## config.mk

```make
export PLATFORM = sky130hd
export DESIGN_NAME = pixel_to_hex_grid_coord_flat
export DESIGN_NICKNAME = d
export VERILOG_FILES = /design/src/p2hg_pkg.sv /design/src/p2hg_if.sv /design/src/pixel_to_hex_grid_coord.sv /design/src/flat_wrapper.sv
export VERILOG_INCLUDE_DIRS = /design/src /design/src/src
export SDC_FILE = /design/constraint.sdc
export NUM_CORES = 2
export LEC_CHECK = 0
export ABC_AREA = 1
export BUFFER_PORTS_ARGS = -buffer_cell sky130_fd_sc_hd__clkbuf_2
export CORE_AREA = 2 2 419 421
export DETAILED_ROUTE_END_ITERATION = 6
export DIE_AREA = 0 0 421 423
export HOLD_SLACK_MARGIN = 0.1
export PLACE_DENSITY_LB_ADDON = 0.15
export SKIP_CTS_REPAIR_TIMING = 1
export SLEW_MARGIN = 5
export SYNTH_ARGS = -nofsm -noshare
export SYNTH_HDL_FRONTEND = slang
export SYNTH_SLANG_ARGS = --single-unit
```

## constraint.sdc

```tcl
create_clock -name clk -period 26 [get_ports clk]
set_clock_uncertainty 0.05 [all_clocks]
set_input_delay 1.3 -clock clk [delete_from_list [all_inputs] [get_ports clk]]
set_output_delay 1.3 -clock clk [all_outputs]
set_load 0.02 [all_outputs]
```

## src/pixel_to_hex_grid_coord_assert.svh

```systemverilog
// Assertion macros for the pixel to hex grid coordinate block
`ifndef PIXEL_TO_HEX_GRID_COORD_ASSERT_SVH
`define PIXEL_TO_HEX_GRID_COORD_ASSERT_SVH

// Same-cycle implication, checked on clk, off during rst
`define P2HG_ASSERT_NOW(lbl, ante, cons, msg) \
  lbl: assert property (@(posedge clk) disable iff (rst) (ante) |-> (cons)) else $error(msg);

// Next-cycle implication, checked on clk, off during rst
`define P2HG_ASSERT_NEXT(lbl, ante, cons, msg) \
  lbl: assert property (@(posedge clk) disable iff (rst) (ante) |=> (cons)) else $error(msg);

`endif

```

## src/p2hg_pkg.sv

```systemverilog
// Package: widths and register codes of the hex grid lookup
`timescale 1ns / 1ps
package p2hg_pkg;
  localparam int COORD_W    = 12;
  localparam int RAD_W      = 10;
  localparam int CNT_W      = 9;
  localparam int OUT_W      = 10;
  localparam int CFG_IDX_W  = 3;
  localparam int CFG_DATA_W = 12;

  localparam int DEN_W = 21;   // 2*h*r
  localparam int MAG_W = 25;   // magnitude of a dividend
  localparam int QW    = 13;   // quotient bits per divide

  localparam int DIV3_OFS = 12288;  // 3*4096, keeps the divide-by-3 input positive
  localparam int DIV3_MUL = 21846;  // ceil(2^16/3)

  localparam logic [CFG_IDX_W-1:0] REG_ORIGIN_X  = 3'd0;
  localparam logic [CFG_IDX_W-1:0] REG_ORIGIN_Y  = 3'd1;
  localparam logic [CFG_IDX_W-1:0] REG_RADIUS    = 3'd2;
  localparam logic [CFG_IDX_W-1:0] REG_HALF_HGT  = 3'd3;
  localparam logic [CFG_IDX_W-1:0] REG_GRID_ROWS = 3'd4;
  localparam logic [CFG_IDX_W-1:0] REG_GRID_COLS = 3'd5;
endpackage

```

## src/p2hg_if.sv

```systemverilog
// Interfaces: pixel request channel and hex result channel
`timescale 1ns / 1ps
interface p2hg_in_if;
  logic valid;
  logic ready;
  logic [p2hg_pkg::COORD_W-1:0] pixel_x;
  logic [p2hg_pkg::COORD_W-1:0] pixel_y;
  modport source (output valid, output pixel_x, output pixel_y, input ready);
  modport sink   (input valid, input pixel_x, input pixel_y, output ready);
endinterface

interface p2hg_out_if;
  logic valid;
  logic ready;
  logic hit;
  logic signed [p2hg_pkg::OUT_W-1:0] hex_row;
  logic signed [p2hg_pkg::OUT_W-1:0] hex_col;
  modport source (output valid, output hit, output hex_row, output hex_col, input ready);
  modport sink   (input valid, input hit, input hex_row, input hex_col, output ready);
endinterface

```

## src/pixel_to_hex_grid_coord.sv

```systemverilog
// Top level: pixel position to flat-top odd-q hexagon (row, col), 18 stage pipeline
// Result: taken from the stage 18 result register and held on res while res.ready is low.
// Throughput: one request per cycle while res.ready is high; the cost is set by two 13-step restoring
//   dividers by 2*h*r and one by h, one quotient bit per pipeline stage.
// Reset (rst, synchronous): pipeline empties, configuration registers return to their defaults.
`timescale 1ns / 1ps
`include "pixel_to_hex_grid_coord_assert.svh"
module pixel_to_hex_grid_coord #(
  parameter int MAX_ROWS = 256,
  parameter int MAX_COLS = 256
) (
  input  logic                               clk,
  input  logic                               rst,
  input  logic                               wr_en,
  input  logic [p2hg_pkg::CFG_IDX_W-1:0]     wr_index,
  input  logic [p2hg_pkg::CFG_DATA_W-1:0]    wr_data,
  p2hg_in_if.sink                            pix,
  p2hg_out_if.source                         res
);
  import p2hg_pkg::*;

  localparam int NS = 18;        // pipeline depth
  localparam int DIV_FIRST = 4;  // first divide stage
  localparam int DIV_LAST  = 16; // last divide stage
  localparam logic [12:0] MAX_ROWS_L = 13'(MAX_ROWS);
  localparam logic [12:0] MAX_COLS_L = 13'(MAX_COLS);

  // ---------------- configuration registers ----------------
  logic [COORD_W-1:0] origin_x, origin_y;
  logic [RAD_W-1:0]   hex_radius, hex_half_height;
  logic [CNT_W-1:0]   grid_rows, grid_cols;

  always_ff @(posedge clk) begin
    if (rst) begin
      origin_x        <= '0;
      origin_y        <= '0;
      hex_radius      <= 10'd32;
      hex_half_height <= 10'd27;
      grid_rows       <= '0;
      grid_cols       <= '0;
    end else if (wr_en) begin
      unique case (wr_index)
        REG_ORIGIN_X:  origin_x        <= wr_data;
        REG_ORIGIN_Y:  origin_y        <= wr_data;
        REG_RADIUS:    hex_radius      <= wr_data[RAD_W-1:0];
        REG_HALF_HGT:  hex_half_height <= wr_data[RAD_W-1:0];
        REG_GRID_ROWS: grid_rows       <= wr_data[CNT_W-1:0];
        REG_GRID_COLS: grid_cols       <= wr_data[CNT_W-1:0];
        default: ;
      endcase
    end
  end

  // The user must change registers only while the pipe is empty (not enforced here), so stages read them directly.
  logic [CNT_W-1:0] rows_eff, cols_eff;
  assign rows_eff = ({4'b0, grid_rows} > MAX_ROWS_L) ? MAX_ROWS_L[CNT_W-1:0] : grid_rows;
  assign cols_eff = ({4'b0, grid_cols} > MAX_COLS_L) ? MAX_COLS_L[CNT_W-1:0] : grid_cols;

  // ---------------- flow control ----------------
  // v[i]: stage i holds a request. en[i]: stage i loads this cycle.
  logic v  [1:NS];
  logic en [1:NS+1];

  always_comb begin
    en[NS+1] = res.ready;
    for (int i = NS; i >= 1; i--) en[i] = !v[i] || en[i+1];
  end
  assign pix.ready = en[1];

  always_ff @(posedge clk) begin
    if (rst) begin
      for (int i = 1; i <= NS; i++) v[i] <= 1'b0;
    end else begin
      if (en[1]) v[1] <= pix.valid;
      for (int i = 2; i <= NS; i++) if (en[i]) v[i] <= v[i-1];
    end
  end

  // ---------------- stage 1: remove origin ----------------
  logic signed [COORD_W:0] x1, y1;
  always_ff @(posedge clk) begin
    if (en[1]) begin
      x1 <= $signed({1'b0, pix.pixel_x}) - $signed({1'b0, origin_x});
      y1 <= $signed({1'b0, pix.pixel_y}) - $signed({1'b0, origin_y});
    end
  end

  // ---------------- stage 2: products ----------------
  logic signed [COORD_W+1:0] ymh1;     // y - h
  logic [19:0]               hr1;      // h*r
  logic [RAD_W:0]            cols3;    // 3*cols+1
  logic [RAD_W-1:0]          rows2;    // 2*rows + (cols>0)
  assign ymh1  = $signed({y1[COORD_W], y1}) - $signed({4'b0, hex_half_height});
  assign hr1   = hex_half_height * hex_radius;
  assign cols3 = (RAD_W+1)'(3 * cols_eff + 1);
  assign rows2 = {rows_eff, 1'b0} | RAD_W'(cols_eff != '0);

  logic signed [COORD_W:0] x2, y2;
  logic signed [24:0]      yhr2;    // (y-h)*r
  logic signed [23:0]      hx2;     // h*x
  logic [20:0]             wprod2;  // r*(3*cols+1)
  logic [19:0]             hprod2;  // height
  logic [DEN_W-1:0]        den;

  assign den = {hr1, 1'b0};

  always_ff @(posedge clk) begin
    if (en[2]) begin
      x2     <= x1;
      y2     <= y1;
      yhr2   <= ymh1 * $signed({1'b0, hex_radius});
      hx2    <= x1 * $signed({1'b0, hex_half_height});
      wprod2 <= (cols_eff == '0) ? 21'd0 : hex_radius * cols3;
      hprod2 <= hex_half_height * rows2;
    end
  end

  // ---------------- stage 3: dividends, bounds ----------------
  logic signed [25:0] n1, n2;
  logic               hit2;
  assign n1 = $signed({hx2[23], hx2, 1'b0}) + 26'(yhr2);
  assign n2 = $signed({hx2[23], hx2, 1'b0}) - 26'(yhr2);
  assign hit2 = (hex_radius != '0) && (hex_half_height != '0) &&
                !x2[COORD_W] && !y2[COORD_W] &&
                ({8'b0, x2[COORD_W-1:0]} < wprod2[20:1]) &&
                ({8'b0, y2[COORD_W-1:0]} < hprod2);

  // Divide pipeline, indexed by stage; index 3 is the loaded value.
  // Negative dividends: floor(n/d) = ~((~n)/d), so only magnitudes are divided.
  logic [MAG_W-1:0]   rm1 [3:DIV_LAST];
  logic [MAG_W-1:0]   rm2 [3:DIV_LAST];
  logic [COORD_W-1:0] rmy [3:DIV_LAST];
  logic [QW-1:0]      q1  [3:DIV_LAST];
  logic [QW-1:0]      q2  [3:DIV_LAST];
  logic [QW-1:0]      qy  [3:DIV_LAST];
  logic               sg1 [3:DIV_LAST];
  logic               sg2 [3:DIV_LAST];
  logic               ht  [3:DIV_LAST];

  logic [34:0]        tr1 [DIV_FIRST:DIV_LAST];
  logic [34:0]        tr2 [DIV_FIRST:DIV_LAST];
  logic [22:0]        try [DIV_FIRST:DIV_LAST];
  logic [QW-1:0]      qn1 [DIV_FIRST:DIV_LAST];
  logic [QW-1:0]      qn2 [DIV_FIRST:DIV_LAST];
  logic [QW-1:0]      qny [DIV_FIRST:DIV_LAST];

  always_comb begin
    for (int i = DIV_FIRST; i <= DIV_LAST; i++) begin
      tr1[i] = {10'b0, rm1[i-1]} - ({14'b0, den} << (DIV_LAST - i));
      tr2[i] = {10'b0, rm2[i-1]} - ({14'b0, den} << (DIV_LAST - i));
      try[i] = {11'b0, rmy[i-1]} - ({13'b0, hex_half_height} << (DIV_LAST - i));
      qn1[i] = q1[i-1];
      qn2[i] = q2[i-1];
      qny[i] = qy[i-1];
      qn1[i][DIV_LAST - i] = !tr1[i][34];
      qn2[i][DIV_LAST - i] = !tr2[i][34];
      qny[i][DIV_LAST - i] = !try[i][22];
    end
  end

  always_ff @(posedge clk) begin
    if (en[3]) begin
      rm1[3] <= n1[25] ? ~n1[MAG_W-1:0] : n1[MAG_W-1:0];
      rm2[3] <= n2[25] ? ~n2[MAG_W-1:0] : n2[MAG_W-1:0];
      rmy[3] <= y2[COORD_W-1:0];
      q1[3]  <= '0;
      q2[3]  <= '0;
      qy[3]  <= '0;
      sg1[3] <= n1[25];
      sg2[3] <= n2[25];
      ht[3]  <= hit2;
    end
    for (int i = DIV_FIRST; i <= DIV_LAST; i++) begin
      if (en[i]) begin
        rm1[i] <= tr1[i][34] ? rm1[i-1] : tr1[i][MAG_W-1:0];
        rm2[i] <= tr2[i][34] ? rm2[i-1] : tr2[i][MAG_W-1:0];
        rmy[i] <= try[i][22] ? rmy[i-1] : try[i][COORD_W-1:0];
        q1[i]  <= qn1[i];
        q2[i]  <= qn2[i];
        qy[i]  <= qny[i];
        sg1[i] <= sg1[i-1];
        sg2[i] <= sg2[i-1];
        ht[i]  <= ht[i-1];
      end
    end
  end

  // ---------------- stage 17: floor divide by 3 ----------------
  logic signed [QW:0] t2, av;
  logic signed [15:0] s1, s2;
  assign t2 = sg1[DIV_LAST] ? ~{1'b0, q1[DIV_LAST]} : {1'b0, q1[DIV_LAST]};
  assign av = sg2[DIV_LAST] ? ~{1'b0, q2[DIV_LAST]} : {1'b0, q2[DIV_LAST]};
  assign s1 = 16'(av) + 16'(t2) + 16'(DIV3_OFS);
  assign s2 = $signed({3'b0, qy[DIV_LAST]}) + 16'(t2) + 16'(DIV3_OFS);

  logic [29:0] p1, p2;
  logic        ht17;
  always_ff @(posedge clk) begin
    if (en[17]) begin
      p1   <= s1[14:0] * 15'(DIV3_MUL);
      p2   <= s2[14:0] * 15'(DIV3_MUL);
      ht17 <= ht[DIV_LAST];
    end
  end

  // ---------------- stage 18: offset coords, result register ----------------
  function automatic logic [OUT_W-1:0] sat10(input logic signed [15:0] val);
    if (val < -16'sd512)     sat10 = 10'h200;
    else if (val > 16'sd511) sat10 = 10'h1FF;
    else                     sat10 = val[OUT_W-1:0];
  endfunction

  logic signed [15:0] col_c, qq_c, row_c;
  assign col_c = $signed({2'b0, p1[29:16]}) - 16'(DIV3_OFS / 3);
  assign qq_c  = $signed({2'b0, p2[29:16]}) - 16'(DIV3_OFS / 3) - col_c;
  assign row_c = qq_c + (col_c >>> 1);

  logic                    hit_r;
  logic signed [OUT_W-1:0] row_r, col_r;
  always_ff @(posedge clk) begin
    if (en[18]) begin
      hit_r <= ht17;
      row_r <= ht17 ? sat10(row_c) : '1;
      col_r <= ht17 ? sat10(col_c) : '1;
    end
  end

  assign res.valid   = v[NS];
  assign res.hit     = hit_r;
  assign res.hex_row = row_r;
  assign res.hex_col = col_r;

  // ---------------- checks ----------------
  `P2HG_ASSERT_NOW(a_miss_code, res.valid && !res.hit, res.hex_row == '1 && res.hex_col == '1, "miss without -1,-1")
  `P2HG_ASSERT_NOW(a_hit_col, res.valid && res.hit, res.hex_col >= -10'sd1, "hit with column below -1")
  `P2HG_ASSERT_NEXT(a_enter, pix.valid && pix.ready, v[1], "accepted request not in first stage")
  `P2HG_ASSERT_NEXT(a_hold, v[NS] && !res.ready, v[NS] && $stable(hit_r), "result dropped under stall")

endmodule

```

## src/flat_wrapper.sv

```systemverilog
// flat-port wrapper written by rule: the top's interface ports become plain ports
module pixel_to_hex_grid_coord_flat import p2hg_pkg::*;
#(
  parameter int MAX_ROWS = 256,
  parameter int MAX_COLS = 256
)
  (clk, rst, wr_en, wr_index, wr_data, pix_valid, pix_pixel_x, pix_pixel_y, pix_ready, res_valid, res_hit, res_hex_row, res_hex_col, res_ready);
  p2hg_in_if pix_i ();
  p2hg_out_if res_i ();
  input  logic clk;
  input  logic rst;
  input  logic wr_en;
  input  logic [p2hg_pkg::CFG_IDX_W-1:0] wr_index;
  input  logic [p2hg_pkg::CFG_DATA_W-1:0] wr_data;
  input wire logic [$bits(pix_i.valid)-1:0] pix_valid;
  input wire logic [$bits(pix_i.pixel_x)-1:0] pix_pixel_x;
  input wire logic [$bits(pix_i.pixel_y)-1:0] pix_pixel_y;
  output wire logic [$bits(pix_i.ready)-1:0] pix_ready;
  output wire logic [$bits(res_i.valid)-1:0] res_valid;
  output wire logic [$bits(res_i.hit)-1:0] res_hit;
  output wire logic [$bits(res_i.hex_row)-1:0] res_hex_row;
  output wire logic [$bits(res_i.hex_col)-1:0] res_hex_col;
  input wire logic [$bits(res_i.ready)-1:0] res_ready;
  assign pix_i.valid = pix_valid;
  assign pix_i.pixel_x = pix_pixel_x;
  assign pix_i.pixel_y = pix_pixel_y;
  assign pix_ready = pix_i.ready;
  assign res_valid = res_i.valid;
  assign res_hit = res_i.hit;
  assign res_hex_row = res_i.hex_row;
  assign res_hex_col = res_i.hex_col;
  assign res_i.ready = res_ready;
  pixel_to_hex_grid_coord #(.MAX_ROWS(MAX_ROWS), .MAX_COLS(MAX_COLS)) u_core (.clk(clk), .rst(rst), .wr_en(wr_en), .wr_index(wr_index), .wr_data(wr_data), .pix(pix_i), .res(res_i));
endmodule
```

==> summary.md <==
| Metric | Value |
|---|---|
| Largest net degree at the start of global routing | 68 |
| Die area | approximately 0.18 mm2 |
| Mapped Nets | 13400 |
| Max Slew Vio Count | 0 |
| Setup TNS | 0 ps |
| Status | finished clean |
| Initial antenna violation count | 3 |
| First DRT Iteration DRCs | about 6400 |
| CTS Buf Count | ~150 |
| GRT Residual Overflow | 0 |
| Fraction of layout cells with a size suffix above 1 | about 4.1% |
| Final min period | 8840 ps |
| Post-Synthesis Cells | 11500 |
| Simple-gate share of the synthesized area | roughly 15% |
| Final Cycle Share | 34.0% |
| Quantity of I/O buffers inserted on ports | 66 |
| Most frequent cells in the layout | nand2_1, inv_1, edfxtp_1 |
| Area of the multi-input gates | 0.0592 mm2 |
| Least-Margin Pin Slew | ~1000 ps |
| Post-Synth Adder-Cell Area | between 20% and 30% |
| Antenna viol nets, final | 0 |
| CP Capture Type | flop |
| WL final | around 270000 um |
| Vias in the first global route | ~80000 |
| First-pass GRT wire length | 425000 um |
| Crit path kind | reg2reg |
| Initial core utilization | a little over 60% |
| HP Class | reg2reg |
| Slew headroom | between 30% and 40% |
| Syn Area/Cell | between 9 and 10 um2 |
| Via count | about 80000 |
| Placed Cells | ~14000 |
| EDFF count, synth | 1304 |
| FFs w/ async S/R, synth | 0% |
| Multiplexer share of the synthesized area | less than 1% |
| Netlist cell types | 55 |
| DRC | 0 |
| Seq. cell area | 0.0404 mm2 |
| FMAX | 113 MHz |
| Synthesized area | 0.107 mm2 |
| CTS root buffer | clkbuf_16 |
| Layout area overhead | 7.76% |
| Sink Count | around 1400 |
| Routed len/inst | approximately 19 um |
| Synth Area in XOR/XNOR | about 5.2% |
| Die Ht | ~420 um |
| Count of final setup violators | 0 |
| N_diodes | 0 |
| Top_reg_cell synth | edfxtp_1 |
| Clock buffer depth | 3 |
| FP Rows | 153 |
| Final Hold Fails | 0 |
| Worst hold slack | 345 ps |
| Commonest non-fill, non-tap cell in the layout | nand2_1 |
| # fillers | 13700 |
| Non-filler cells in the finished layout | 14000 |
| Critical path arrival | between 9000 and 10000 ps |
| GRT Total Usage | around 30% |
| Detailed Routing Iterations Pass 1 | 6 |
| Compound-Gate Fraction of Synth Area | about a tenth |
| Horiz. Die Dim | roughly 420 um |
| CP required | about 27000 ps |
| Seq cells post-synth | about 1400 |
| Critical Path Fanout Max | 16 |
| TritonCTS clock tree | built |
| Max Cap Viol | 0 |
| Clk_lat worst skew | 830 ps |
| Final #Nets | ~13000 |
| Yosys warnings | 0 |
| Largest family of logic cells by synthesized area | adder cells |
| DPL Wire Length | 201000 um |
| Type of origin of the critical path | flop |
| Core area | ~0.17 mm2 |
| H-tree depth | 4 |
| I/O pin total | 67 |
| Via density | between 5 and 6 |
| Routability cong. | approximately 0.95 |
| RSZ-0062 raised after global routing | no |
| Clock Pin Slew Worst Setup and Hold Paths | approximately 60 ps |
| Sequential element share of the synthesized area | 37.7% |
==> path summary, 6_finish.rpt <==
path / start / endpoint / slack, ps / cells after the start
hold / removal: u_core.rmy[0][78] / u_core.rmy[0][90] / 350 / 0
setup reg to reg: u_core.sg1[0][16] / u_core.p2[29] / 17160 / 25
hold reg to reg: u_core.rmy[0][78] / u_core.rmy[0][90] / 350 / 0
setup / recovery: u_core.sg1[0][16] / u_core.p2[29] / 17160 / 25
==> per-layer routing <==
metal	routed length [um]	track usage [%]
met1	115000	40.0
met2	128000	50.6
met3	13900	3.35
met4	8780	10.1
met5	24	0
==> sequential cells by signal, summed over array words and instances (netlist names), 24 cells and up <==
signal	count
u_core.rm1	312
u_core.q2	91
u_core.rmy	156
u_core.rm2	312
u_core.yhr2	25
u_core.qy	91
u_core.q1	91
u_core.hx2	24
==> kinds of logic (layout without fill, tap and decap cells) <==
logic type      after synthesis  count (layout)
mux                           4               4
flops                      1366            1366
xor+xnor                    635             635
simple gates               3762            3762
compound gates             1925            1925
buf+inv                    2021            2214
fa+ha+maj                  1804            1804
==> cells in the mapped netlist (all sizes together), types with 23 or more instances <==
master     n  area share [%]
a21boi    25            0.18
a21o      66            0.46
a21oi    877             4.1
a31oi     57            0.33
buf       56            0.26
clkbuf   167            0.59
dfxtp     62             1.2
edfxtp  1304              37
fa       625              12
ha      1179              14
inv     1789             6.3
nand2   2301             8.1
nand3    340             1.6
nand4    211             1.2
nor2     691             2.5
nor3      91            0.43
nor4      36            0.21
o211ai    32            0.22
o21a      38            0.27
o21ai    697             3.3
o21bai    46            0.32
o31ai     23            0.16
or2       52            0.30
xnor2    245             2.0
xor2     390             3.2
==> cell type report <==
class	instances	share of cell area (%)
multi-input cells	8130	51.3
well taps	2325	2.52
clock inverters	99	1.10
flip-flops and latches	1366	35.0
clock buffers	175	3.40
repair buffers	142	0.781
inverters	1798	5.86
==> metrics by stage <==
step	worst slack [ps]	util (%)	cell area, um2
2_1_floorplan	12360	-	107000
3_3_place_gp	17400	63.6	110000
3_5_place_dp	17290	63.6	110000
4_1_cts	17110	66.6	115000
5_1_grt	16620	66.6	115000
6_report	17160	66.6	115000
==> critical path: stages (launching register included) <==
cell and delay (ps):
edfxtp_1 880, xor2_1 290, ha_1 360, ha_1 180, inv_1 60, fa_1 400, o21ai_0 400, a21oi_1 170
o21ai_0 290, a21oi_1 110, o21bai_1 160, xor2_1 680, inv_1 160, ha_1 380, ha_1 350, fa_1 570
fa_1 450, fa_1 500, ha_1 310, ha_1 350, nand2_1 150, nor3_1 440, o2111ai_1 280, nand3_1 300
a31oi_1 150, xor2_1 160
Power is not shown: default switching activity piles up to over one toggle a cycle in this logic, so the estimate is an artifact.
